$ cat src/rtl/core/atl_pkg.sv
// shared constants, types and register codes for the antialiased line blend unit
package atl_pkg;

	localparam int COORD_BITS = 12;
	localparam int FRAC_BITS  = 4;

	// coordinate and product widths
	localparam int CW    = COORD_BITS + FRAC_BITS;
	localparam int PW    = CW + 2;
	localparam int DW    = CW + 1;
	localparam int PRODW = PW + DW;
	localparam int SQDW  = 2 * DW;
	localparam int LENW  = 2 * DW;
	localparam int DOTW  = PRODW + 1;

	// projection parameter t, Q0.16 plus the value one
	localparam int QBITS = 16;
	localparam int TW    = QBITS + 1;
	localparam int TDXW  = TW + 1 + DW;
	localparam int EW    = TDXW + 1;
	localparam int SHIFT = FRAC_BITS + 8;
	localparam int EMAG  = EW - 1 - SHIFT;

	// distance square root
	localparam int SQW   = 2 * EMAG;
	localparam int RADW  = SQW + 2;
	localparam int ROOTW = RADW / 2;
	localparam int REMW  = ROOTW + 3;
	localparam int COVW  = ROOTW + 2;

	localparam logic [FRAC_BITS-1:0] HALF_FRAC = FRAC_BITS'(1 << (FRAC_BITS - 1));

	// configuration port
	localparam int CFG_IDX_W  = 3;
	localparam int CFG_DATA_W = 24;
	localparam logic [CFG_IDX_W-1:0] REG_START_X = 3'd0;
	localparam logic [CFG_IDX_W-1:0] REG_START_Y = 3'd1;
	localparam logic [CFG_IDX_W-1:0] REG_END_X   = 3'd2;
	localparam logic [CFG_IDX_W-1:0] REG_END_Y   = 3'd3;
	localparam logic [CFG_IDX_W-1:0] REG_WIDTH   = 3'd4;
	localparam logic [CFG_IDX_W-1:0] REG_COLOUR  = 3'd5;
	localparam logic [CFG_IDX_W-1:0] REG_ALPHA   = 3'd6;

	// register stages from input to output register
	localparam int PIPE_DEPTH = 3 + QBITS + 4 + ROOTW + 4;
	localparam int CNT_W      = $clog2(PIPE_DEPTH + 1);

	typedef struct packed {
		logic signed [CW-1:0] start_x;
		logic signed [CW-1:0] start_y;
		logic signed [CW-1:0] end_x;
		logic signed [CW-1:0] end_y;
		logic [11:0]          line_width;
		logic [23:0]          colour;
		logic [7:0]           alpha;
	} cfg_t;

	typedef struct packed {
		logic signed [PW-1:0] px;
		logic signed [PW-1:0] py;
		logic [23:0]          dest;
		logic                 t_zero;
		logic                 t_one;
	} div_side_t;

endpackage

$ cat src/rtl/core/atl_div.sv
// pipelined restoring divider for the projection parameter, one quotient bit per stage
module atl_div (
	input  logic                               clk,
	input  logic                               arst_n,
	input  logic                               en,
	input  logic                               in_valid,
	input  logic [atl_pkg::LENW-1:0]           in_rem,
	input  logic [atl_pkg::LENW-1:0]           in_den,
	input  atl_pkg::div_side_t                 in_side,
	output logic                               out_valid,
	output logic [atl_pkg::QBITS-1:0]          out_quot,
	output atl_pkg::div_side_t                 out_side
);

	localparam int N = atl_pkg::QBITS;
	localparam int L = atl_pkg::LENW;

	logic [N-1:0]       v_s;
	logic [L-1:0]       rem_s  [N];
	logic [L-1:0]       den_s  [N];
	logic [N-1:0]       quot_s [N];
	atl_pkg::div_side_t side_s [N];

	logic [L-1:0]       rem_n  [N];
	logic [N-1:0]       quot_n [N];
	logic [L-1:0]       rem_p  [N];
	logic [L-1:0]       den_p  [N];
	logic [N-1:0]       quot_p [N];
	logic [L:0]         r2     [N];
	logic [L:0]         diff   [N];

	always_comb begin
		for (int k = 0; k < N; k++) begin
			rem_p[k]  = (k == 0) ? in_rem : rem_s[(k == 0) ? 0 : k - 1];
			den_p[k]  = (k == 0) ? in_den : den_s[(k == 0) ? 0 : k - 1];
			quot_p[k] = (k == 0) ? '0 : quot_s[(k == 0) ? 0 : k - 1];
			r2[k]     = {rem_p[k], 1'b0};
			diff[k]   = r2[k] - {1'b0, den_p[k]};
			if (r2[k] >= {1'b0, den_p[k]}) begin
				rem_n[k]  = diff[k][L-1:0];
				quot_n[k] = {quot_p[k][N-2:0], 1'b1};
			end else begin
				rem_n[k]  = r2[k][L-1:0];
				quot_n[k] = {quot_p[k][N-2:0], 1'b0};
			end
		end
	end

	always_ff @(posedge clk or negedge arst_n) begin
		if (!arst_n) begin
			v_s <= '0;
		end else if (en) begin
			v_s <= {v_s[N-2:0], in_valid};
		end
	end

	always_ff @(posedge clk) begin
		if (en) begin
			for (int k = 0; k < N; k++) begin
				rem_s[k]  <= rem_n[k];
				den_s[k]  <= den_p[k];
				quot_s[k] <= quot_n[k];
				side_s[k] <= (k == 0) ? in_side : side_s[(k == 0) ? 0 : k - 1];
			end
		end
	end

	assign out_valid = v_s[N-1];
	assign out_quot  = quot_s[N-1];
	assign out_side  = side_s[N-1];

endmodule

$ cat config.mk
export PLATFORM = sky130hd
export DESIGN_NAME = atl_div
export DESIGN_NICKNAME = d
export VERILOG_FILES = /design/src/rtl/core/atl_pkg.sv /design/src/rtl/core/atl_div.sv
export SDC_FILE = /design/constraint.sdc
export NUM_CORES = 2
export LEC_CHECK = 0
export BUFFER_PORTS_ARGS = -buffer_cell sky130_fd_sc_hd__buf_2
export CORE_MARGIN = 8
export CORE_UTILIZATION = 29
export CTS_CLUSTER_DIAMETER = 50
export CTS_CLUSTER_SIZE = 14
export DETAILED_ROUTE_END_ITERATION = 7
export PLACE_DENSITY = 0.42
export SLEW_MARGIN = 30
export SYNTH_ARGS = -nofsm -noshare
export SYNTH_HDL_FRONTEND = slang
export SYNTH_SLANG_ARGS = --single-unit
$ cat constraint.sdc
create_clock -name clk -period 4.7 [get_ports clk]
set_input_delay 0.235 -clock clk [delete_from_list [all_inputs] [get_ports clk]]
set_output_delay 0.235 -clock clk [all_outputs]
set_load 0.01 [all_outputs]
; ---- After elaboration in Yosys (flattened, before gate mapping)
; Memory sizes are Yosys's and may differ from the RTL's.
; Index checks and enable logic that the tools add are counted.
[op_classes]
n_mux = 34
n_addsub = 16
magnitude_cmp = 16
[op_table]
columns = cell, n
row1 = $ge A35 B34 Y1, 16
row2 = $mux W34, 16
row3 = $sub A34 B34 Y34, 16
row4 = $mux W1, 18
[word_totals]
regBits = 16
word_cells = 71
output_inout_bits = 79
input_bits = 134
mem_count = 4
mem_bits_rw = 2336
[memory_table]
columns = memory, depth, word_bits, read_ports, rd_ports_with_merged_regs, wr, line
row1 = side_s, 16, 62, 16, 0, 16, atl_div.sv:22  ; atl_pkg::div_side_t side_s [N];
row2 = den_s, 16, 34, 15, 0, 16, atl_div.sv:20  ; logic [L-1:0] den_s [N];
row3 = rem_s, 16, 34, 15, 0, 16, atl_div.sv:19  ; logic [L-1:0] rem_s [N];
row4 = quot_s, 16, 16, 16, 0, 16, atl_div.sv:21  ; logic [N-1:0] quot_s [N];

; ---- Longest topological paths before layout
; An unclocked memory read counts as a cell.
[depth]
ltp_word = 3
depth_mapped = 15
ltp_nobuf = 12

; ---- Least setup slack after synthesis
; OpenSTA, ideal clock, no wires.
[synth_path]
kind = register to register
startpoint = memory rem_s[1][68] (netlist bit)
endpoint = memory rem_s[1][107] (netlist bit), data pin
stages_incl_launch_ff = 12
setup_slack_ps = 1434
setup_time_ps = 260
path_buffers = 1
t_required_ps = 4440
arrival_time_ps = 3006
period_less_slack_ps = 3266
cell_sequence = edfxtp_1 ha_1 nor2b_1 o31ai_1 a21oi_1 o311a_1 o32a_1 nor2_1 nor2b_1 a41oi_4 buf_6 mux2_2
[synth_lines]
columns = element, line
row1 = "start, declared", atl_div.sv:19

==> reports/summary.txt <==
Placed Area - 107000 µm²
Seq/Total Area, Yosys - 0.647
IO Port Bufs - 212
Max-cap viol count - 0
Yosys warning count - 0
First-pass GRT wire length - 331 mm
Die Wd - 604 µm
Pins Over Slew Limit - 0
WL met3 - 8.00 mm
Area of the multi-input gates - 31800 µm²
Chip height - 604 µm
Worst setup margin - 574 ps
Final setup vio count - 0
Worst EP required - 5310 ps
Non-Filler Instances - 12700
Final Hold Fails - 0
Top routing layer in use - met4
Clock Latency Late Sink - 890 ps
Worst Hold Class - input pin to flip-flop
Top-count cell post-synth - edfxtp_1
Row cnt - 216
Die area - 365000 µm²
Static Leakage - 46.9 nW
Syn Nets - 7973
GP Congestion - 0.911
Synth Register Bits - 2164
Ports - 213
Post-synth top flop - edfxtp_1
Final Total Pwr - 78.5 mW
Status - finished clean
Post-synth EDFFs - 2148
Worst Skew - 58.7 ps
GRT overflow - 0
# Post-CTS Setup Buffers - 0
Initial core utilization - 0.291
Number of global-route vias before repair - 60600
Unrepaired setup endpoints after global routing - no
First-pass DRT Iterations - 5
Area contributors post-synth - edfxtp_1 (64%), ha_1 (6.8%), mux2_2 (3.2%)
CP Launch Type - flip-flop
Pwr Density - 653 nW/µm²
DRT iter0 DRCs - 2526
Largest net degree at the start of global routing - 142
Core outline area - 345000 µm²
Dominant cell type by area after synthesis - edfxtp_1
Post-Place Setup Slack - 597 ps
Reg area - 64900 µm²
Setup TNS - 0 ps
Max Freq - 0.242 GHz
ANT nets after route - 0
Final Util - 0.348
Mapped Avg Cell Area - 13.8 µm²
CTS Buf Count - 322
Final min period - 4130 ps
Hpwl dp - 152 mm
Initial antenna violation count - 1
CTS Buffer Depth - 4
Worst Max-Slew Pin Slew - 889 ps
Synth top area share - 0.643
Final #Nets - 8586
Max rail drop VDD - 0.295 mV
Crit path DAT - 4740 ps
Residual DRC - 0
Max FO, Critical Path - 65
Final WL - 211 mm
Slew HR - 0.407
FILL cells - 33200
Hold Slack - 109 ps
CTS Sinks - 2164
Layout area overhead - 19.8%
Post-synthesis cell count - 7281
Number of library cell types mapped by synthesis - 102
Post-placement cell count - 12000
Critical Path Sink Type - flip-flop
Final instance area - 120000 µm²
Mapped Area - 100000 µm²
CTS Root Buffer Type - clkbuf_16
Detail Route met2 WL - 106 mm
Via count - 57000
Critical path class - flip-flop to flip-flop
Met1 WL - 85.2 mm
TritonCTS clock tree - done
CTS H-tree lvls - 5
Final period util - 0.878
Reg clk slew, reported paths - 60 ps
All-Layer GR Usage - 0.112
Vias/cell - 4.48
Ys async rst share - 0.00739
Routed len/inst - 16.6 µm
Share of layout cells above drive strength 1 - 0.155
Synth cell count leaders - edfxtp_1 (2148), inv_1 (665), ha_1 (543), a21oi_1 (523), nand2_1 (389)
-- worst max-delay path, cell delays in order, from the launching register on --
cell and delay, ps:
edfxtp_1 400, ha_1 370, a21o_1 210, a211oi_1 320
a2111oi_1 180, o31ai_1 590, a21oi_2 250, a211oi_2 440
a211oi_1 230, a21boi_4 220, buf_12 260, mux2_2 380
-- routing by layer --
layer,vias up,global-route usage
li1,28400,-
met1,27000,0.122
met2,1034,0.205
met3,570,0.0219
met4,0,0.0570
met5,-,0
-- timing repair --
item / CTS / global route
endpoints found under the setup margin: 0 / 0
hold endpoints to repair: 223 / 0
hold buffers: 192 / 0
resized for setup: 0 / 0
-- registers in the layout, summed over array words and instances (netlist names) --
register,cells
side_s,992
rem_s,510
quot_s,136
den_s,510
v_s,16
-- power breakdown --
part           switching (mW)  total [mW]  internal, mW  leakage [nW]
clock network            8.95        24.5          15.5          5.39
registers                1.73        27.8          26.1          21.2
logic                    14.2        26.2          12.0          20.3
-- cells in the final DEF, fill, tap and decap left out, types with 72 or more instances in the layout --
master / instances
xor2_1: 178
nor2_1: 260
nand2_1: 389
clkbuf_16: 334
buf_4: 73
dlygate4sd3_1: 192
nor2b_1: 72
buf_2: 211
xnor2_1: 273
ha_1: 543
a21o_1: 308
o21ai_0: 331
a21oi_1: 521
edfxtp_1: 2148
mux2_2: 282
nand3_1: 102
inv_1: 665
nand4_1: 96
-- kinds of logic after synthesis --
| group | count (synthesis) | share of synthesized area |
|---|---|---|
| compound gates | 1634 | 0.105 |
| fa+ha+maj | 558 | 0.0707 |
| buf+inv | 884 | 0.0374 |
| simple gates | 1243 | 0.0606 |
| mux | 347 | 0.0409 |
| flops | 2164 | 0.647 |
| xor+xnor | 451 | 0.0393 |
-- area by class of cell --
class,instances,area share
Sequential cell,2164,0.540
Timing Repair Buffer,508,0.0346
Antenna cell,1,0.0000208
Clock buffer,365,0.0706
Multi-Input combinational cell,4233,0.264
Tap cell,4578,0.0476
Clock inverter,218,0.0223
Inverter,665,0.0208
-- worst paths after layout --
check	startpoint	to	slack (ps)	depth (start not counted)
max	rem_s[0][207]	rem_s[0][239]	570	11
min	in_side[34]	side_s[0][34]	110	2
max reg2reg	rem_s[0][207]	rem_s[0][239]	570	11
min reg2reg	side_s[1][20]	side_s[1][82]	380	0
max in group asynchronous	arst_n	v_s[11]	3770	3
min in group asynchronous	arst_n	v_s[12]	490	3
(Power assumes the default switching activity.)
