File: config.mk
export PLATFORM = sky130hd
export DESIGN_NAME = atl_blend
export DESIGN_NICKNAME = d
export VERILOG_FILES = /design/src/rtl/core/atl_pkg.sv /design/src/rtl/core/atl_blend.sv
export SDC_FILE = /design/constraint.sdc
export NUM_CORES = 1
export LEC_CHECK = 0
export ABC_AREA = 1
export BUFFER_PORTS_ARGS = -buffer_cell sky130_fd_sc_hd__buf_2
export CORE_UTILIZATION = 40
export DETAILED_ROUTE_END_ITERATION = 7
export HOLD_SLACK_MARGIN = 0.12
export PLACE_DENSITY_LB_ADDON = 0.3
export RECOVER_POWER = 25
export SETUP_SLACK_MARGIN = 0.15
export SLEW_MARGIN = 10
export SYNTH_ARGS = -nofsm -noshare
export SYNTH_HDL_FRONTEND = slang
export SYNTH_SLANG_ARGS = --single-unit
export TNS_END_PERCENT = 10
File: constraint.sdc
create_clock -name clk -period 7.5 [get_ports clk]
set_input_delay 0.375 -clock clk [delete_from_list [all_inputs] [get_ports clk]]
set_output_delay 0.375 -clock clk [all_outputs]
set_load 0.03 [all_outputs]
File: src/rtl/core/atl_pkg.sv
// shared constants, types and register codes for the antialiased line blend unit
package atl_pkg;

	localparam int COORD_BITS = 12;
	localparam int FRAC_BITS  = 4;

	// coordinate and product widths
	localparam int CW    = COORD_BITS + FRAC_BITS;
	localparam int PW    = CW + 2;
	localparam int DW    = CW + 1;
	localparam int PRODW = PW + DW;
	localparam int SQDW  = 2 * DW;
	localparam int LENW  = 2 * DW;
	localparam int DOTW  = PRODW + 1;

	// projection parameter t, Q0.16 plus the value one
	localparam int QBITS = 16;
	localparam int TW    = QBITS + 1;
	localparam int TDXW  = TW + 1 + DW;
	localparam int EW    = TDXW + 1;
	localparam int SHIFT = FRAC_BITS + 8;
	localparam int EMAG  = EW - 1 - SHIFT;

	// distance square root
	localparam int SQW   = 2 * EMAG;
	localparam int RADW  = SQW + 2;
	localparam int ROOTW = RADW / 2;
	localparam int REMW  = ROOTW + 3;
	localparam int COVW  = ROOTW + 2;

	localparam logic [FRAC_BITS-1:0] HALF_FRAC = FRAC_BITS'(1 << (FRAC_BITS - 1));

	// configuration port
	localparam int CFG_IDX_W  = 3;
	localparam int CFG_DATA_W = 24;
	localparam logic [CFG_IDX_W-1:0] REG_START_X = 3'd0;
	localparam logic [CFG_IDX_W-1:0] REG_START_Y = 3'd1;
	localparam logic [CFG_IDX_W-1:0] REG_END_X   = 3'd2;
	localparam logic [CFG_IDX_W-1:0] REG_END_Y   = 3'd3;
	localparam logic [CFG_IDX_W-1:0] REG_WIDTH   = 3'd4;
	localparam logic [CFG_IDX_W-1:0] REG_COLOUR  = 3'd5;
	localparam logic [CFG_IDX_W-1:0] REG_ALPHA   = 3'd6;

	// register stages from input to output register
	localparam int PIPE_DEPTH = 3 + QBITS + 4 + ROOTW + 4;
	localparam int CNT_W      = $clog2(PIPE_DEPTH + 1);

	typedef struct packed {
		logic signed [CW-1:0] start_x;
		logic signed [CW-1:0] start_y;
		logic signed [CW-1:0] end_x;
		logic signed [CW-1:0] end_y;
		logic [11:0]          line_width;
		logic [23:0]          colour;
		logic [7:0]           alpha;
	} cfg_t;

	typedef struct packed {
		logic signed [PW-1:0] px;
		logic signed [PW-1:0] py;
		logic [23:0]          dest;
		logic                 t_zero;
		logic                 t_one;
	} div_side_t;

endpackage

File: src/rtl/core/atl_blend.sv
// coverage, effective alpha and per-channel blend, ending in the output register
module atl_blend (
	input  logic                         clk,
	input  logic                         arst_n,
	input  logic                         en,
	input  atl_pkg::cfg_t                cfg,
	input  logic                         in_valid,
	input  logic [atl_pkg::ROOTW-1:0]    in_dist,
	input  logic [23:0]                  in_dest,
	output logic                         out_valid,
	output logic [23:0]                  out_pixel,
	output logic                         out_touched
);

	localparam int CV = atl_pkg::COVW;

	logic              v_b1, v_b2, v_b3, v_q;
	logic [8:0]        cov_b1;
	logic              touch_b1, touch_b2, touch_b3;
	logic [23:0]       dest_b1, dest_b2, dest_b3;
	logic [7:0]        a_b2;
	logic signed [17:0] diff_b3 [3];
	logic              full_b3, zero_b3;

	logic signed [CV-1:0] cov;
	logic [16:0]          aprod;
	logic [23:0]          mix;
	logic signed [8:0]    cd   [3];
	logic [16:0]          mag  [3];
	logic [16:0]          quo  [3];
	logic [7:0]           dch  [3];

	// coverage in Q.8: half width plus half a pixel minus distance
	assign cov = $signed(CV'({cfg.line_width, 3'b000})) + $signed(CV'(128))
		- $signed(CV'(in_dist));
	assign aprod = 17'(cov_b1) * 17'(cfg.alpha);

	always_comb begin
		for (int c = 0; c < 3; c++) begin
			cd[c]  = $signed({1'b0, cfg.colour[8*c +: 8]}) - $signed({1'b0, dest_b2[8*c +: 8]});
			dch[c] = dest_b3[8*c +: 8];
			mag[c] = diff_b3[c][17] ? 17'(-diff_b3[c]) : 17'(diff_b3[c]);
			// exact floor of mag/255 for mag below 65535
			quo[c] = 17'(mag[c] + (mag[c] >> 8) + 17'd1) >> 8;
			mix[8*c +: 8] = diff_b3[c][17] ? dch[c] - quo[c][7:0] : dch[c] + quo[c][7:0];
		end
	end

	always_ff @(posedge clk or negedge arst_n) begin
		if (!arst_n) begin
			v_b1 <= 1'b0;
			v_b2 <= 1'b0;
			v_b3 <= 1'b0;
			v_q  <= 1'b0;
		end else if (en) begin
			v_b1 <= in_valid;
			v_b2 <= v_b1;
			v_b3 <= v_b2;
			v_q  <= v_b3;
		end
	end

	always_ff @(posedge clk) begin
		if (en) begin
			touch_b1 <= cov > 0;
			if (cov <= 0)
				cov_b1 <= 9'd0;
			else if (cov > $signed(CV'(256)))
				cov_b1 <= 9'd256;
			else
				cov_b1 <= cov[8:0];
			dest_b1 <= in_dest;

			a_b2     <= aprod[15:8];
			touch_b2 <= touch_b1;
			dest_b2  <= dest_b1;

			for (int c = 0; c < 3; c++)
				diff_b3[c] <= 18'(cd[c]) * 18'($signed({1'b0, a_b2}));
			full_b3  <= a_b2 == 8'd255;
			zero_b3  <= a_b2 == 8'd0;
			touch_b3 <= touch_b2;
			dest_b3  <= dest_b2;

			out_touched <= touch_b3;
			if (!touch_b3 || zero_b3)
				out_pixel <= dest_b3;
			else if (full_b3)
				out_pixel <= cfg.colour;
			else
				out_pixel <= mix;
		end
	end

	assign out_valid = v_q;

endmodule

Word-level counts from Yosys, hierarchy flattened
Memories as Yosys holds them, arrays and structs flattened.
Index checks and enable logic that the tools add are counted.
{ "classes": {"addsub": 20, "mul": 4, "n_div": 0, "order_cmp": 3, "eq_ne": 1, "n_shift": 0, "muxes": 11, "bitwise_logic": 0, "reduce_logical": 4} }
{ "op_table": {"columns": ["operator", "count"], "rows": [
  ["9-bit by 9-bit multiplier with 18-bit output", 3],
  ["17-bit 2-to-1 mux", 3],
  ["17-bit negator", 3],
  ["16-bit by 1-bit adder with 16-bit output (second input constant)", 3],
  ["16-bit by 9-bit adder with 16-bit output", 3],
  ["24-bit 2-to-1 mux", 2],
  ["8-bit by 8-bit subtractor with 9-bit output", 3],
  ["25-bit by 1-bit > comparator with 1-bit output (second input constant)", 1],
  ["25-bit by 10-bit > comparator with 1-bit output (second input constant)", 1],
  ["25-bit by 1-bit less-or-equal comparator with 1-bit output (second input constant)", 1],
  ["16-bit by 24-bit subtractor with 25-bit output", 1],
  ["8-bit adder", 3],
  ["8-bit 2-to-1 mux", 3],
  ["8-bit subtractor", 3],
  ["15-bit by 8-bit adder with 16-bit output (second input constant)", 1],
  ["9-bit by 8-bit multiplier with 16-bit output", 1],
  ["9-bit 2-to-1 mux", 1],
  ["8-bit == test (second input constant)", 1],
  ["8-bit logical NOT", 1],
  ["1-bit 2-to-1 mux", 2],
  ["2-bit OR reduction", 1],
  ["1-bit logical NOT", 1],
  ["1-bit logical OR", 1]
]} }
{ "word_totals": {"reg_bits": 123, "latchBits": 0, "ram_bits": 54, "mem_bits_ro": 0, "in_bits": 160, "out_inout_bits": 26, "wordCells": 61, "mem_count": 1} }
{ "memory_table": {"columns": ["name", "words", "width", "rd", "rd_ports_with_merged_regs", "wr", "line", "rtl"], "rows": [
  ["diff_b3", 3, 18, 3, 0, 3, "atl_blend.sv:22", "logic signed [17:0] diff_b3 [3];"]
]} }

Depth between registers and ports, before layout
Gate-level depths: netlist of run 1.
An unclocked memory read counts as a cell.
{ "depth": {"depth_word": 9, "mapped_depth": 40, "mapped_depth_nobuf": 40} }

Worst setup path before layout of run 1
Ideal clock, no wire load.
{ "synth_path": {"path_kind": "input to register", "from": "input cfg[18] (netlist name)", "to": "memory diff_b3[1][17] (netlist: diff_b3[0][35]) (data pin)", "setup_time_ns": 0.261, "t_arrival_ns": 5.791, "required_time_ns": 7.239, "path_slack_ns": 1.448, "path_stages": 33, "n_path_buf": 0, "path_cell_list": "ha_1 a21oi_1 and2_1 inv_1 a21oi_1 inv_1 a21oi_1 or2_2 nand2_1 a21oi_1 or2_2 nand2_1 inv_1 nand2_1 fa_1 inv_1 fa_1 inv_1 fa_1 fa_1 inv_1 ha_1 nand2_1 o21ai_0 a21oi_1 o21ai_0 a21o_1 a21oi_1 o21ai_0 a21oi_1 nor2_1 nor2_1 xor2_1"} }
{ "synth_lines": {"columns": ["item", "line", "rtl"], "rows": [
  ["from (decl)", "atl_blend.sv:6", "input atl_pkg::cfg_t cfg,"],
  ["to (decl)", "atl_blend.sv:22", null]
]} }

==> results of run 1 <==
==> cell type report <==
class | instances | area, um^2
multi-input combinational | 1909 | 14600
tap | 748 | 936
clock buffer | 17 | 425
inverter | 693 | 2600
sequential | 177 | 5300
clock inverter | 15 | 215
timing repair buffer | 162 | 971
fill | 5644 | 30500
==> synth_stat cells, types with 2 or more instances <==
| cell type | number |
|---|---|
| a31oi_1 | 7 |
| nor2_4 | 3 |
| o21ai_2 | 3 |
| nor2_2 | 13 |
| a21oi_1 | 124 |
| inv_1 | 678 |
| nand3b_1 | 11 |
| nand2_2 | 37 |
| buf_1 | 3 |
| or2_1 | 2 |
| o21ai_1 | 3 |
| a21oi_2 | 2 |
| xnor2_1 | 62 |
| nand3_1 | 115 |
| or2_2 | 19 |
| o21bai_1 | 7 |
| o221ai_1 | 2 |
| nand3_2 | 9 |
| dfrtp_1 | 4 |
| nor3_1 | 13 |
| a211oi_1 | 5 |
| and2_1 | 8 |
| o211ai_1 | 3 |
| nand2_1 | 543 |
| xor2_1 | 73 |
| edfxtp_1 | 173 |
| xor2_2 | 2 |
| inv_2 | 10 |
| o21ai_0 | 70 |
| nand4_1 | 19 |
| ha_1 | 232 |
| clkbuf_1 | 44 |
| nor4_1 | 4 |
| buf_2 | 6 |
| nor2_1 | 275 |
| o31ai_1 | 4 |
| fa_1 | 226 |
| clkinv_1 | 5 |
==> tightest hold or removal path: stages <==
cell	delay, ns
buf_2	0.07
inv_1	0.04
nor2_1	0.09
==> how the worst min path moves through the flow <==
stage,startpoint,cells past startpoint,to,slack [ns]
after floorplan,arst_n,0,out_valid,0.08
after detailed placement,arst_n,1,out_valid,0.19
after global routing,in_dist[0],3,cov_b1[0],0.20
final,in_dist[0],3,cov_b1[0],0.19
after CTS,in_dist[0],3,cov_b1[0],0.15
after global placement,arst_n,1,v_b1,0.19
==> flip-flops by register name, summed over array words and instances, names as in the netlist, 8 cells and up <==
name / flops
diff_b3: 54
dest_b1: 24
dest_b2: 24
dest_b3: 24
out_pixel: 24
cov_b1: 9
a_b2: 8
==> stage by stage <==
stage	setup slack, ns	utilization, %	hold WS (ns)	std cells	area (um^2)
2_1_floorplan	1.45	-	0.0794	2832	22700
3_3_place_gp	0.654	43.5	0.188	3663	24100
3_5_place_dp	0.640	43.5	0.188	3663	24100
4_1_cts	0.737	45.1	0.146	3721	25000
5_1_grt	0.0982	45.1	0.201	3721	25000
6_report	0.832	45.1	0.188	3721	25000
==> logic make-up (layout without fill, tap and decap cells) <==
logic type | after synthesis | count (layout) | synth area share (%)
simple gates | 1075 | 1075 | 20.3
buf+inv | 746 | 887 | 12.4
fa+ha+maj | 458 | 458 | 32.7
compound gates | 238 | 238 | 5.80
flops | 177 | 177 | 23.3
xor+xnor | 138 | 138 | 5.48
==> repair_timing <==
action	4_1_cts	5_1_grt
endpoints found under the setup margin	0	3
resized for setup	0	2
hold endpoints to repair	29	0
hold buffers	26	0
setup buffers	0	0
==> per-layer routing <==
layer,up-vias,part of all wire (%)
met5,-,0
met4,0,0.91
met3,30,4.4
met2,316,47
met1,8103,48
li1,8939,-
==> impl_table.tex, run 1 <==
\begin{tabular}{lr}
\hline
Metric & Value \\
\hline
\multicolumn{2}{l}{\textbf{Die}} \\
Num rows & 86 \\
IO Pins & 186 \\
X dimension of the die & 240 um \\
Area of the core & 55500 um\^{}2 \\
DIE AREA & 57700 um\^{}2 \\
Die Y & 240 um \\
Starting density of the core & 40.9\% \\
\multicolumn{2}{l}{\textbf{STA}} \\
Worst setup skew after layout & 0.0134 ns \\
Normalized max-slew margin & -317\% \\
Time the final worst path needs with I/O delays and setup & 6.67 ns \\
Count of endpoints failing hold in the final timing report & 0 \\
RSZ-0062 raised after global routing & true \\
Transition time of the tightest slew-check pin & 6.25 ns \\
Final worst-path cycle share & 88.9\% \\
Count of pins over their slew limit & 119 \\
Final setup vio count & 0 \\
Setup TNS & 0 ns \\
Fmax & 0.150 GHz \\
\multicolumn{2}{l}{\textbf{Clock tree}} \\
H-tree levels & 4 \\
CTS root buffer & clkbuf\_16 \\
Worst-case clock buffer depth & 2 \\
Sinks on Clock Net & 177 \\
Number of buffers created by CTS & 17 \\
TritonCTS clock tree & yes \\
Worst-skew pair later-pin latency & 0.50 ns \\
Clock-pin slew of the registers on the worst-case setup and hold paths & 0.08 ns \\
\multicolumn{2}{l}{\textbf{Synthesis}} \\
Yosys synthesis warning count & 0 \\
Nets in the synthesized netlist & 3450 \\
Synthesized netlist cell count & 2832 \\
Area share of the largest cell type after synthesis & 22.9\% \\
Number of unique standard cell types used by synthesis & 51 \\
Share of synthesized registers carrying an async set or reset & 2.26\% \\
Post-synth top area cell & edfxtp\_1 \\
Count of flip-flops with a built-in enable after synthesis & 173 \\
Mapped Area & 22700 um\^{}2 \\
Seq/Total Area, Yosys & 23.3\% \\
Total of flip-flops plus latches after synthesis & 177 \\
Main area contributors after synthesis & edfxtp\_1 (23\%), fa\_1 (20\%), ha\_1 (13\%) \\
Syn\_area\_per\_cell & 8.01 um\^{}2 \\
Commonest register cell after synthesis & edfxtp\_1 \\
\multicolumn{2}{l}{\textbf{Placed design}} \\
Buffers on Ports & 121 \\
HPWL after DPL & 39.4 mm \\
RePlAce Congestion & 0.870 \\
\multicolumn{2}{l}{\textbf{Flow run}} \\
Max-capacitance violation count & 1 \\
\multicolumn{2}{l}{\textbf{Worst setup path}} \\
Category of the worst setup path launch point & register \\
Total buffers and inverters traversed by the critical path & 7 \\
Flop2flop setup slack & 0.83 ns \\
Destination of the worst register-to-register timing path & diff\_b3[0][34] \\
Endpoint type of the worst setup path & register \\
Levels on crit path & 34 \\
Startpoint of the most critical register-to-register path & dest\_b2[10] \\
Start point of the critical path & dest\_b2[10] \\
Largest fanout on the critical path & 6 \\
Arrival time of the worst setup path & 6.92 ns \\
Critical Path Sink & diff\_b3[0][34] \\
Highest-delay cell along the critical path & fa\_1 \\
Cell count of the worst reg-to-reg path & 34 \\
Top cell family by delay on the critical path & adder cells \\
Biggest cell delay along the critical path & 0.55 ns \\
Type of the worst setup path & reg2reg \\
Req. time, crit path & 7.75 ns \\
\multicolumn{2}{l}{\textbf{GRT}} \\
Global-route wire length before repair & 81.4 mm \\
Routing usage on met2 & 29.7\% \\
Overflow left after global routing & 0 \\
Overall routing resource usage & 17.8\% \\
Maximum number of pins on one net before global-route repair & 119 \\
Number of global-route vias before repair & 16825 \\
Most Used Layer, Global Route & met2 \\
Number of antenna violations at the first check in global routing & 0 \\
Met1 Use GR & 24.1\% \\
Global-route met3 utilization & 3.00\% \\
\multicolumn{2}{l}{\textbf{Finish}} \\
Area growth from synthesis to layout & 10.3\% \\
Commonest cells after routing, fill and taps aside & inv\_1 (678), nand2\_1 (543), nor2\_1 (274) \\
Net total in the final layout & 3578 \\
Layout cells sized above 1 & 9.01\% \\
Antenna diodes & 0 \\
Most common library cell in the layout ignoring fill and taps & inv\_1 \\
\multicolumn{2}{l}{\textbf{Run status}} \\
Run status & complete, but fails checks \\
Violations in the final reports & max-capacitance violations, max-slew violations \\
\multicolumn{2}{l}{\textbf{Routing}} \\
Avg Vias per Cell & 4.67 \\
Number of DRC markers after the initial detailed-route iteration & 893 \\
Routed Wire Length & 48.3 mm \\
Count of nets left with antenna violations after detail routing & 0 \\
Residual DRC count & 0 \\
Post-detailed-route wirelength per cell & 13.0 um \\
Total iterations of the first detailed-routing run & 5 \\
Detailed-route via count & 17388 \\
\multicolumn{2}{l}{\textbf{Worst hold path}} \\
Hold Crit Class & in2reg \\
\hline
\end{tabular}
Power of run 1 is left out: the tool's default activity adds up to more than one toggle a clock period on the data nets, which glitch-free logic cannot reach.
==> run 2, diff against run 1 <==
==> constraint.sdc (replaced) <==
create_clock -name clk -period 7.4 [get_ports clk]
set_input_delay 0.37 -clock clk [delete_from_list [all_inputs] [get_ports clk]]
set_output_delay 0.37 -clock clk [all_outputs]
set_load 0.03 [all_outputs]
==> impl_table.tex, run 2 (same netlist as run 1, synthesis figures left out) <==
\begin{tabular}{lr}
\hline
Metric & Value \\
\hline
\multicolumn{2}{l}{\textbf{Finish}} \\
Multi-input gate area in the final layout & 14600 um\^{}2 \\
Largest register by flop count & diff\_b3 \\
Area growth from synthesis to layout & 10.2\% \\
Layout cells sized above 1 & 9.05\% \\
Antenna diodes & 0 \\
Most common library cell in the layout ignoring fill and taps & inv\_1 \\
Net total in the final layout & 3579 \\
Seq. cell area & 5300 um\^{}2 \\
Number of flip-flops under the largest register name & 54 \\
Fill cells & 5619 \\
Commonest cells after routing, fill and taps aside & inv\_1 (678), nand2\_1 (543), nor2\_1 (274) \\
\multicolumn{2}{l}{\textbf{Worst setup path}} \\
Startpoint of the most critical register-to-register path & dest\_b2[10] \\
Endpoint type of the worst setup path & register \\
Destination of the worst register-to-register timing path & diff\_b3[0][35] \\
Critical Path Sink & diff\_b3[0][35] \\
Category of the worst setup path launch point & register \\
Req. time, crit path & 7.64 ns \\
Highest-delay cell along the critical path & fa\_1 \\
Start point of the critical path & dest\_b2[10] \\
Cell count of the worst reg-to-reg path & 34 \\
Largest fanout on the critical path & 6 \\
Type of the worst setup path & reg2reg \\
Arrival time of the worst setup path & 6.96 ns \\
Flop2flop setup slack & 0.69 ns \\
Biggest cell delay along the critical path & 0.54 ns \\
\multicolumn{2}{l}{\textbf{GRT}} \\
Overall routing resource usage & 17.7\% \\
Number of global-route vias before repair & 16550 \\
Overflow left after global routing & 0 \\
Global-route wire length before repair & 80.8 mm \\
Maximum number of pins on one net before global-route repair & 113 \\
Number of antenna violations at the first check in global routing & 0 \\
\multicolumn{2}{l}{\textbf{STA}} \\
Time the final worst path needs with I/O delays and setup & 6.71 ns \\
Post-route worst hold slack & 0.218 ns \\
Worst setup skew after layout & 0.0221 ns \\
Normalized max-slew margin & -303\% \\
RSZ-0062 raised after global routing & true \\
Count of endpoints failing hold in the final timing report & 0 \\
Final worst-path cycle share & 90.7\% \\
Setup TNS & 0 ns \\
Count of pins over their slew limit & 113 \\
Crit path setup slack, layout & 0.688 ns \\
Transition time of the tightest slew-check pin & 6.04 ns \\
Fmax & 0.149 GHz \\
Final setup vio count & 0 \\
\multicolumn{2}{l}{\textbf{Clock tree}} \\
Clock-pin slew of the registers on the worst-case setup and hold paths & 0.08 ns \\
Worst-skew pair later-pin latency & 0.50 ns \\
Sinks on Clock Net & 177 \\
H-tree levels & 4 \\
CTS root buffer & clkbuf\_16 \\
Worst-case clock buffer depth & 2 \\
Number of buffers inserted to repair setup after CTS & 0 \\
TritonCTS clock tree & yes \\
Number of buffers created by CTS & 17 \\
\multicolumn{2}{l}{\textbf{Die}} \\
X dimension of the die & 240 um \\
Starting density of the core & 40.9\% \\
Num rows & 86 \\
Die Y & 240 um \\
Area of the core & 55500 um\^{}2 \\
IO Pins & 186 \\
DIE AREA & 57700 um\^{}2 \\
\multicolumn{2}{l}{\textbf{Routing}} \\
Routed Wire Length & 48.2 mm \\
Number of DRC markers after the initial detailed-route iteration & 900 \\
Residual DRC count & 0 \\
Avg Vias per Cell & 4.70 \\
Count of nets left with antenna violations after detail routing & 0 \\
Total iterations of the first detailed-routing run & 5 \\
Post-detailed-route wirelength per cell & 12.9 um \\
Detailed-route via count & 17506 \\
\multicolumn{2}{l}{\textbf{Run status}} \\
Run status & complete, but fails checks \\
Violations in the final reports & max-capacitance violations, max-slew violations \\
\multicolumn{2}{l}{\textbf{Placed design}} \\
Worst setup slack before clock tree synthesis & 0.547 ns \\
HPWL after DPL & 39.4 mm \\
Buffers on Ports & 121 \\
RePlAce Congestion & 0.881 \\
\multicolumn{2}{l}{\textbf{Flow run}} \\
Max-capacitance violation count & 1 \\
\multicolumn{2}{l}{\textbf{Worst hold path}} \\
Hold Crit Class & in2reg \\
\hline
\end{tabular}
==> run 2: critical path: cells and delay by family, from the launching register on <==
| kind | cells | cell delay [ns] |
|---|---|---|
| AO/OA/AOI/OAI | 11 | 1.88 |
| XOR/XNOR | 1 | 0.13 |
| adder cells (fa/ha/maj) | 6 | 2.65 |
| flip-flops | 1 | 0.35 |
| buffers and inverters | 7 | 0.51 |
| AND/OR/NAND/NOR | 9 | 0.92 |
==> run 2: per-stage QoR <==
step           util (%)  area (um^2)  instances
5_1_grt            45.0        25000       3722
3_5_place_dp       43.5        24200       3664
6_report           45.0        25000       3722
2_1_floorplan         -        22700       2832
3_3_place_gp       43.5        24200       3664
4_1_cts            45.1        25000       3722
==> run 2: how the worst min path moves through the flow <==
stage	to	start	slack, ns	cells past startpoint
2_1_floorplan	out_valid	arst_n	0.07	0
5_1_grt	cov_b1[0]	in_dist[0]	0.21	3
6_report	cov_b1[0]	in_dist[0]	0.22	3
4_1_cts	out_valid	arst_n	0.16	2
3_5_place_dp	out_valid	arst_n	0.18	1
3_3_place_gp	v_b1	arst_n	0.18	1
==> run 2: cell type report <==
class                      count  area share (%)
multi-input combinational   1909            58.3
clock buffer                  17            1.70
tap                          748            3.74
timing repair buffer         163            3.91
clock inverter                15           0.731
sequential                   177            21.2
inverter                     693            10.4
==> run 2: per-layer routing <==
layer	global-route usage, %	vias up	share of wire, %
met4	4.30	0	1.2
met3	3.08	29	4.0
met1	24.2	8229	49
li1	-	8945	-
met2	29.0	303	46
met5	0	-	0
==> run 2: repair_timing <==
action                                 4_1_cts  5_1_grt
hold buffers                                26        0
endpoints found under the hold margin       29        0
gates resized for setup                      0        1
setup endpoints to repair                    0        2
Power of run 2 is left out for the same reason.
==> run 3, diff against run 2 <==
--- a/config.mk
+++ b/config.mk
@@ -5,7 +5,6 @@
 export SDC_FILE = /design/constraint.sdc
 export NUM_CORES = 1
 export LEC_CHECK = 0
-export ABC_AREA = 1
 export BUFFER_PORTS_ARGS = -buffer_cell sky130_fd_sc_hd__buf_2
 export CORE_UTILIZATION = 40
 export DETAILED_ROUTE_END_ITERATION = 7
==> impl_table.tex, run 3 <==
\begin{tabular}{lr}
\hline
Metric & Value \\
\hline
\multicolumn{2}{l}{\textbf{Run status}} \\
Run status & complete, but fails checks \\
Violations in the final reports & max-capacitance violations, max-slew violations \\
\multicolumn{2}{l}{\textbf{Synthesis}} \\
Syn\_area\_per\_cell & 9.46 um\^{}2 \\
Synthesized-area fraction occupied by and/or/nand/nor cells & 15.0\% \\
Seq/Total Area, Yosys & 23.9\% \\
Largest family of logic cells by synthesized area & adder cells \\
Mapped Area & 22100 um\^{}2 \\
Top post-synthesis cells by count & inv\_1 (467), ha\_1 (232), fa\_1 (226) \\
Post-synth top area cell & edfxtp\_1 \\
Synthesized netlist cell count & 2339 \\
Number of unique standard cell types used by synthesis & 85 \\
Nets in the synthesized netlist & 2957 \\
Total of flip-flops plus latches after synthesis & 177 \\
Count of flip-flops with a built-in enable after synthesis & 173 \\
Area share of the largest cell type after synthesis & 23.5\% \\
Parity-gate share of the synthesized area counting xor and xnor cells & 7.35\% \\
Post-synthesis share of cell area spent on full adders, half adders and majority gates & 33.6\% \\
Main area contributors after synthesis & edfxtp\_1 (23\%), fa\_1 (20\%), ha\_1 (13\%) \\
Cell with the most instances after synthesis & inv\_1 \\
Share of synthesized registers carrying an async set or reset & 2.26\% \\
Share of the synthesized area in compound gates (AO/OA/AOI/OAI) & 10.6\% \\
Commonest register cell after synthesis & edfxtp\_1 \\
Yosys synthesis warning count & 0 \\
Multiplexer area fraction after synthesis & 0.668\% \\
\multicolumn{2}{l}{\textbf{Clock tree}} \\
Worst-case clock buffer depth & 2 \\
Clock-pin slew of the registers on the worst-case setup and hold paths & 0.08 ns \\
H-tree levels & 4 \\
Number of buffers created by CTS & 17 \\
Sinks on Clock Net & 177 \\
Worst-skew pair later-pin latency & 0.49 ns \\
CTS root buffer & clkbuf\_16 \\
TritonCTS clock tree & yes \\
Number of buffers inserted to repair setup after CTS & 0 \\
\multicolumn{2}{l}{\textbf{Routing}} \\
Routed Wire Length & 47.0 mm \\
Post-detailed-route wirelength per cell & 14.7 um \\
Met3 routed WL & 1.53 mm \\
Highest metal layer with signal wires & met4 \\
Post-route met1 wirelength & 21.5 mm \\
Avg Vias per Cell & 5.07 \\
Residual DRC count & 0 \\
Detailed route wirelength on metal2 & 23.2 mm \\
Detailed-route via count & 16162 \\
Total iterations of the first detailed-routing run & 5 \\
Count of nets left with antenna violations after detail routing & 0 \\
Number of DRC markers after the initial detailed-route iteration & 696 \\
\multicolumn{2}{l}{\textbf{Finish}} \\
Antenna diodes & 0 \\
Layout cells sized above 1 & 8.11\% \\
Area growth from synthesis to layout & 10.7\% \\
Most common library cell in the layout ignoring fill and taps & inv\_1 \\
Number of standard cells in the final layout excluding fillers & 3188 \\
Largest register by flop count & diff\_b3 \\
Number of flip-flops under the largest register name & 54 \\
Net total in the final layout & 3097 \\
Commonest cells after routing, fill and taps aside & inv\_1 (467), ha\_1 (232), fa\_1 (226) \\
\multicolumn{2}{l}{\textbf{Die}} \\
DIE AREA & 56200 um\^{}2 \\
Num rows & 85 \\
Starting density of the core & 40.8\% \\
Die Y & 237 um \\
Area of the core & 54200 um\^{}2 \\
IO Pins & 186 \\
X dimension of the die & 237 um \\
\multicolumn{2}{l}{\textbf{Worst setup path}} \\
Arrival time of the worst setup path & 7.08 ns \\
Type of the worst setup path & reg2reg \\
Biggest cell delay along the critical path & 0.58 ns \\
Largest fanout on the critical path & 8 \\
Req. time, crit path & 7.64 ns \\
Endpoint type of the worst setup path & register \\
Category of the worst setup path launch point & register \\
Highest-delay cell along the critical path & fa\_1 \\
\multicolumn{2}{l}{\textbf{GRT}} \\
Overall routing resource usage & 17.4\% \\
Overflow left after global routing & 0 \\
Global-route wire length before repair & 79.5 mm \\
Maximum number of pins on one net before global-route repair & 112 \\
Number of antenna violations at the first check in global routing & 0 \\
Number of global-route vias before repair & 16588 \\
\multicolumn{2}{l}{\textbf{STA}} \\
Count of endpoints failing hold in the final timing report & 0 \\
Transition time of the tightest slew-check pin & 6.17 ns \\
RSZ-0062 raised after global routing & true \\
Fmax & 0.146 GHz \\
Worst setup skew after layout & 0.0130 ns \\
Final setup vio count & 0 \\
Time the final worst path needs with I/O delays and setup & 6.84 ns \\
Final worst-path cycle share & 92.5\% \\
Count of pins over their slew limit & 112 \\
Normalized max-slew margin & -311\% \\
Setup TNS & 0 ns \\
\multicolumn{2}{l}{\textbf{Placed design}} \\
Buffers on Ports & 121 \\
RePlAce Congestion & 0.882 \\
\# placed instances & 3130 \\
HPWL after DPL & 37.3 mm \\
\multicolumn{2}{l}{\textbf{Worst hold path}} \\
Hold Crit Class & in2reg \\
\multicolumn{2}{l}{\textbf{Flow run}} \\
Max-capacitance violation count & 1 \\
\hline
\end{tabular}
## run 3: cell count changes after synthesis, sizes merged, moves of 17 or more
| cell | before | now |
|---|---|---|
| nand2 | 580 | 207 |
| inv | 688 | 467 |
| nor2 | 291 | 76 |
| and2 | 8 | 121 |
| nand3 | 124 | 12 |
| nor2b | 0 | 60 |
| xnor2 | 62 | 122 |
| a21o | 1 | 35 |
| a21oi | 126 | 94 |
| nand2b | 0 | 29 |
| and3 | 1 | 18 |
| xor2 | 76 | 59 |
## run 3: cell families (layout without fill, tap and decap cells)
family                     Yosys count  in the layout
and+or+nand+nor                    635            635
buffers and inverters              518            671
xor gates and xnor gates           181            181
muxes                               14             14
AOI/OAI and AO/OA                  356            356
DFF                                177            177
adders and majority gates          458            458
## run 3: timing repair
action	4_1_cts	5_1_grt
endpoints found under the hold margin	29	0
hold buffers	26	0
setup endpoints to repair	0	5
gates resized for setup	0	3
## run 3: area by class of cell
cell class | instances | area [um^2]
Tap cell | 696 | 871
Fill cell | 5184 | 29800
Clock inverter | 15 | 200
Timing Repair Buffer | 172 | 1050
Sequential cell | 177 | 5300
Multi-Input combinational cell | 1644 | 14900
Clock buffer | 17 | 425
Inverter | 467 | 1750
## run 3: final timing paths
path / from / end / slack [ns] / cells past startpoint
worst max-delay path: dest_b2[2] / diff_b3[0][16] / 0.56 / 27
worst min-delay path: in_dist[0] / cov_b1[0] / 0.20 / 2
worst max register to register: dest_b2[2] / diff_b3[0][16] / 0.56 / 27
worst min register to register: touch_b1 / touch_b2 / 0.41 / 0
max in group asynchronous: arst_n / v_b3 / 7.00 / 2
min in group asynchronous: arst_n / out_valid / 0.23 / 2
## run 3: stage by stage
step                cell area (um^2)  utilization, %  hold WS [ns]  setup WS, ns
CTS                            24500            45.1         0.163         0.435
floorplan                      22100               -        0.0744          1.28
global placement               23600            43.5         0.173         0.525
detailed placement             23600            43.5         0.178         0.475
finish                         24500            45.1         0.198         0.559
global route                   24500            45.1         0.191        0.0827
## run 3: per-layer routing
layer	vias up	GRT usage, %
met5	-	0
li1	7963	-
met4	0	5.30
met1	7886	21.7
met3	48	2.91
met2	265	30.8
## run 3: critical path: cells and delay by family (launching register included)
| family | cells | cell delay, ns |
|---|---|---|
| buffers and inverters | 4 | 0.23 |
| flip-flops | 1 | 0.41 |
| adder cells (fa/ha/maj) | 6 | 2.63 |
| XOR/XNOR | 1 | 0.15 |
| AO/OA/AOI/OAI | 12 | 2.52 |
| AND/OR/NAND/NOR | 4 | 0.63 |
Power of run 3 is left out for the same reason.
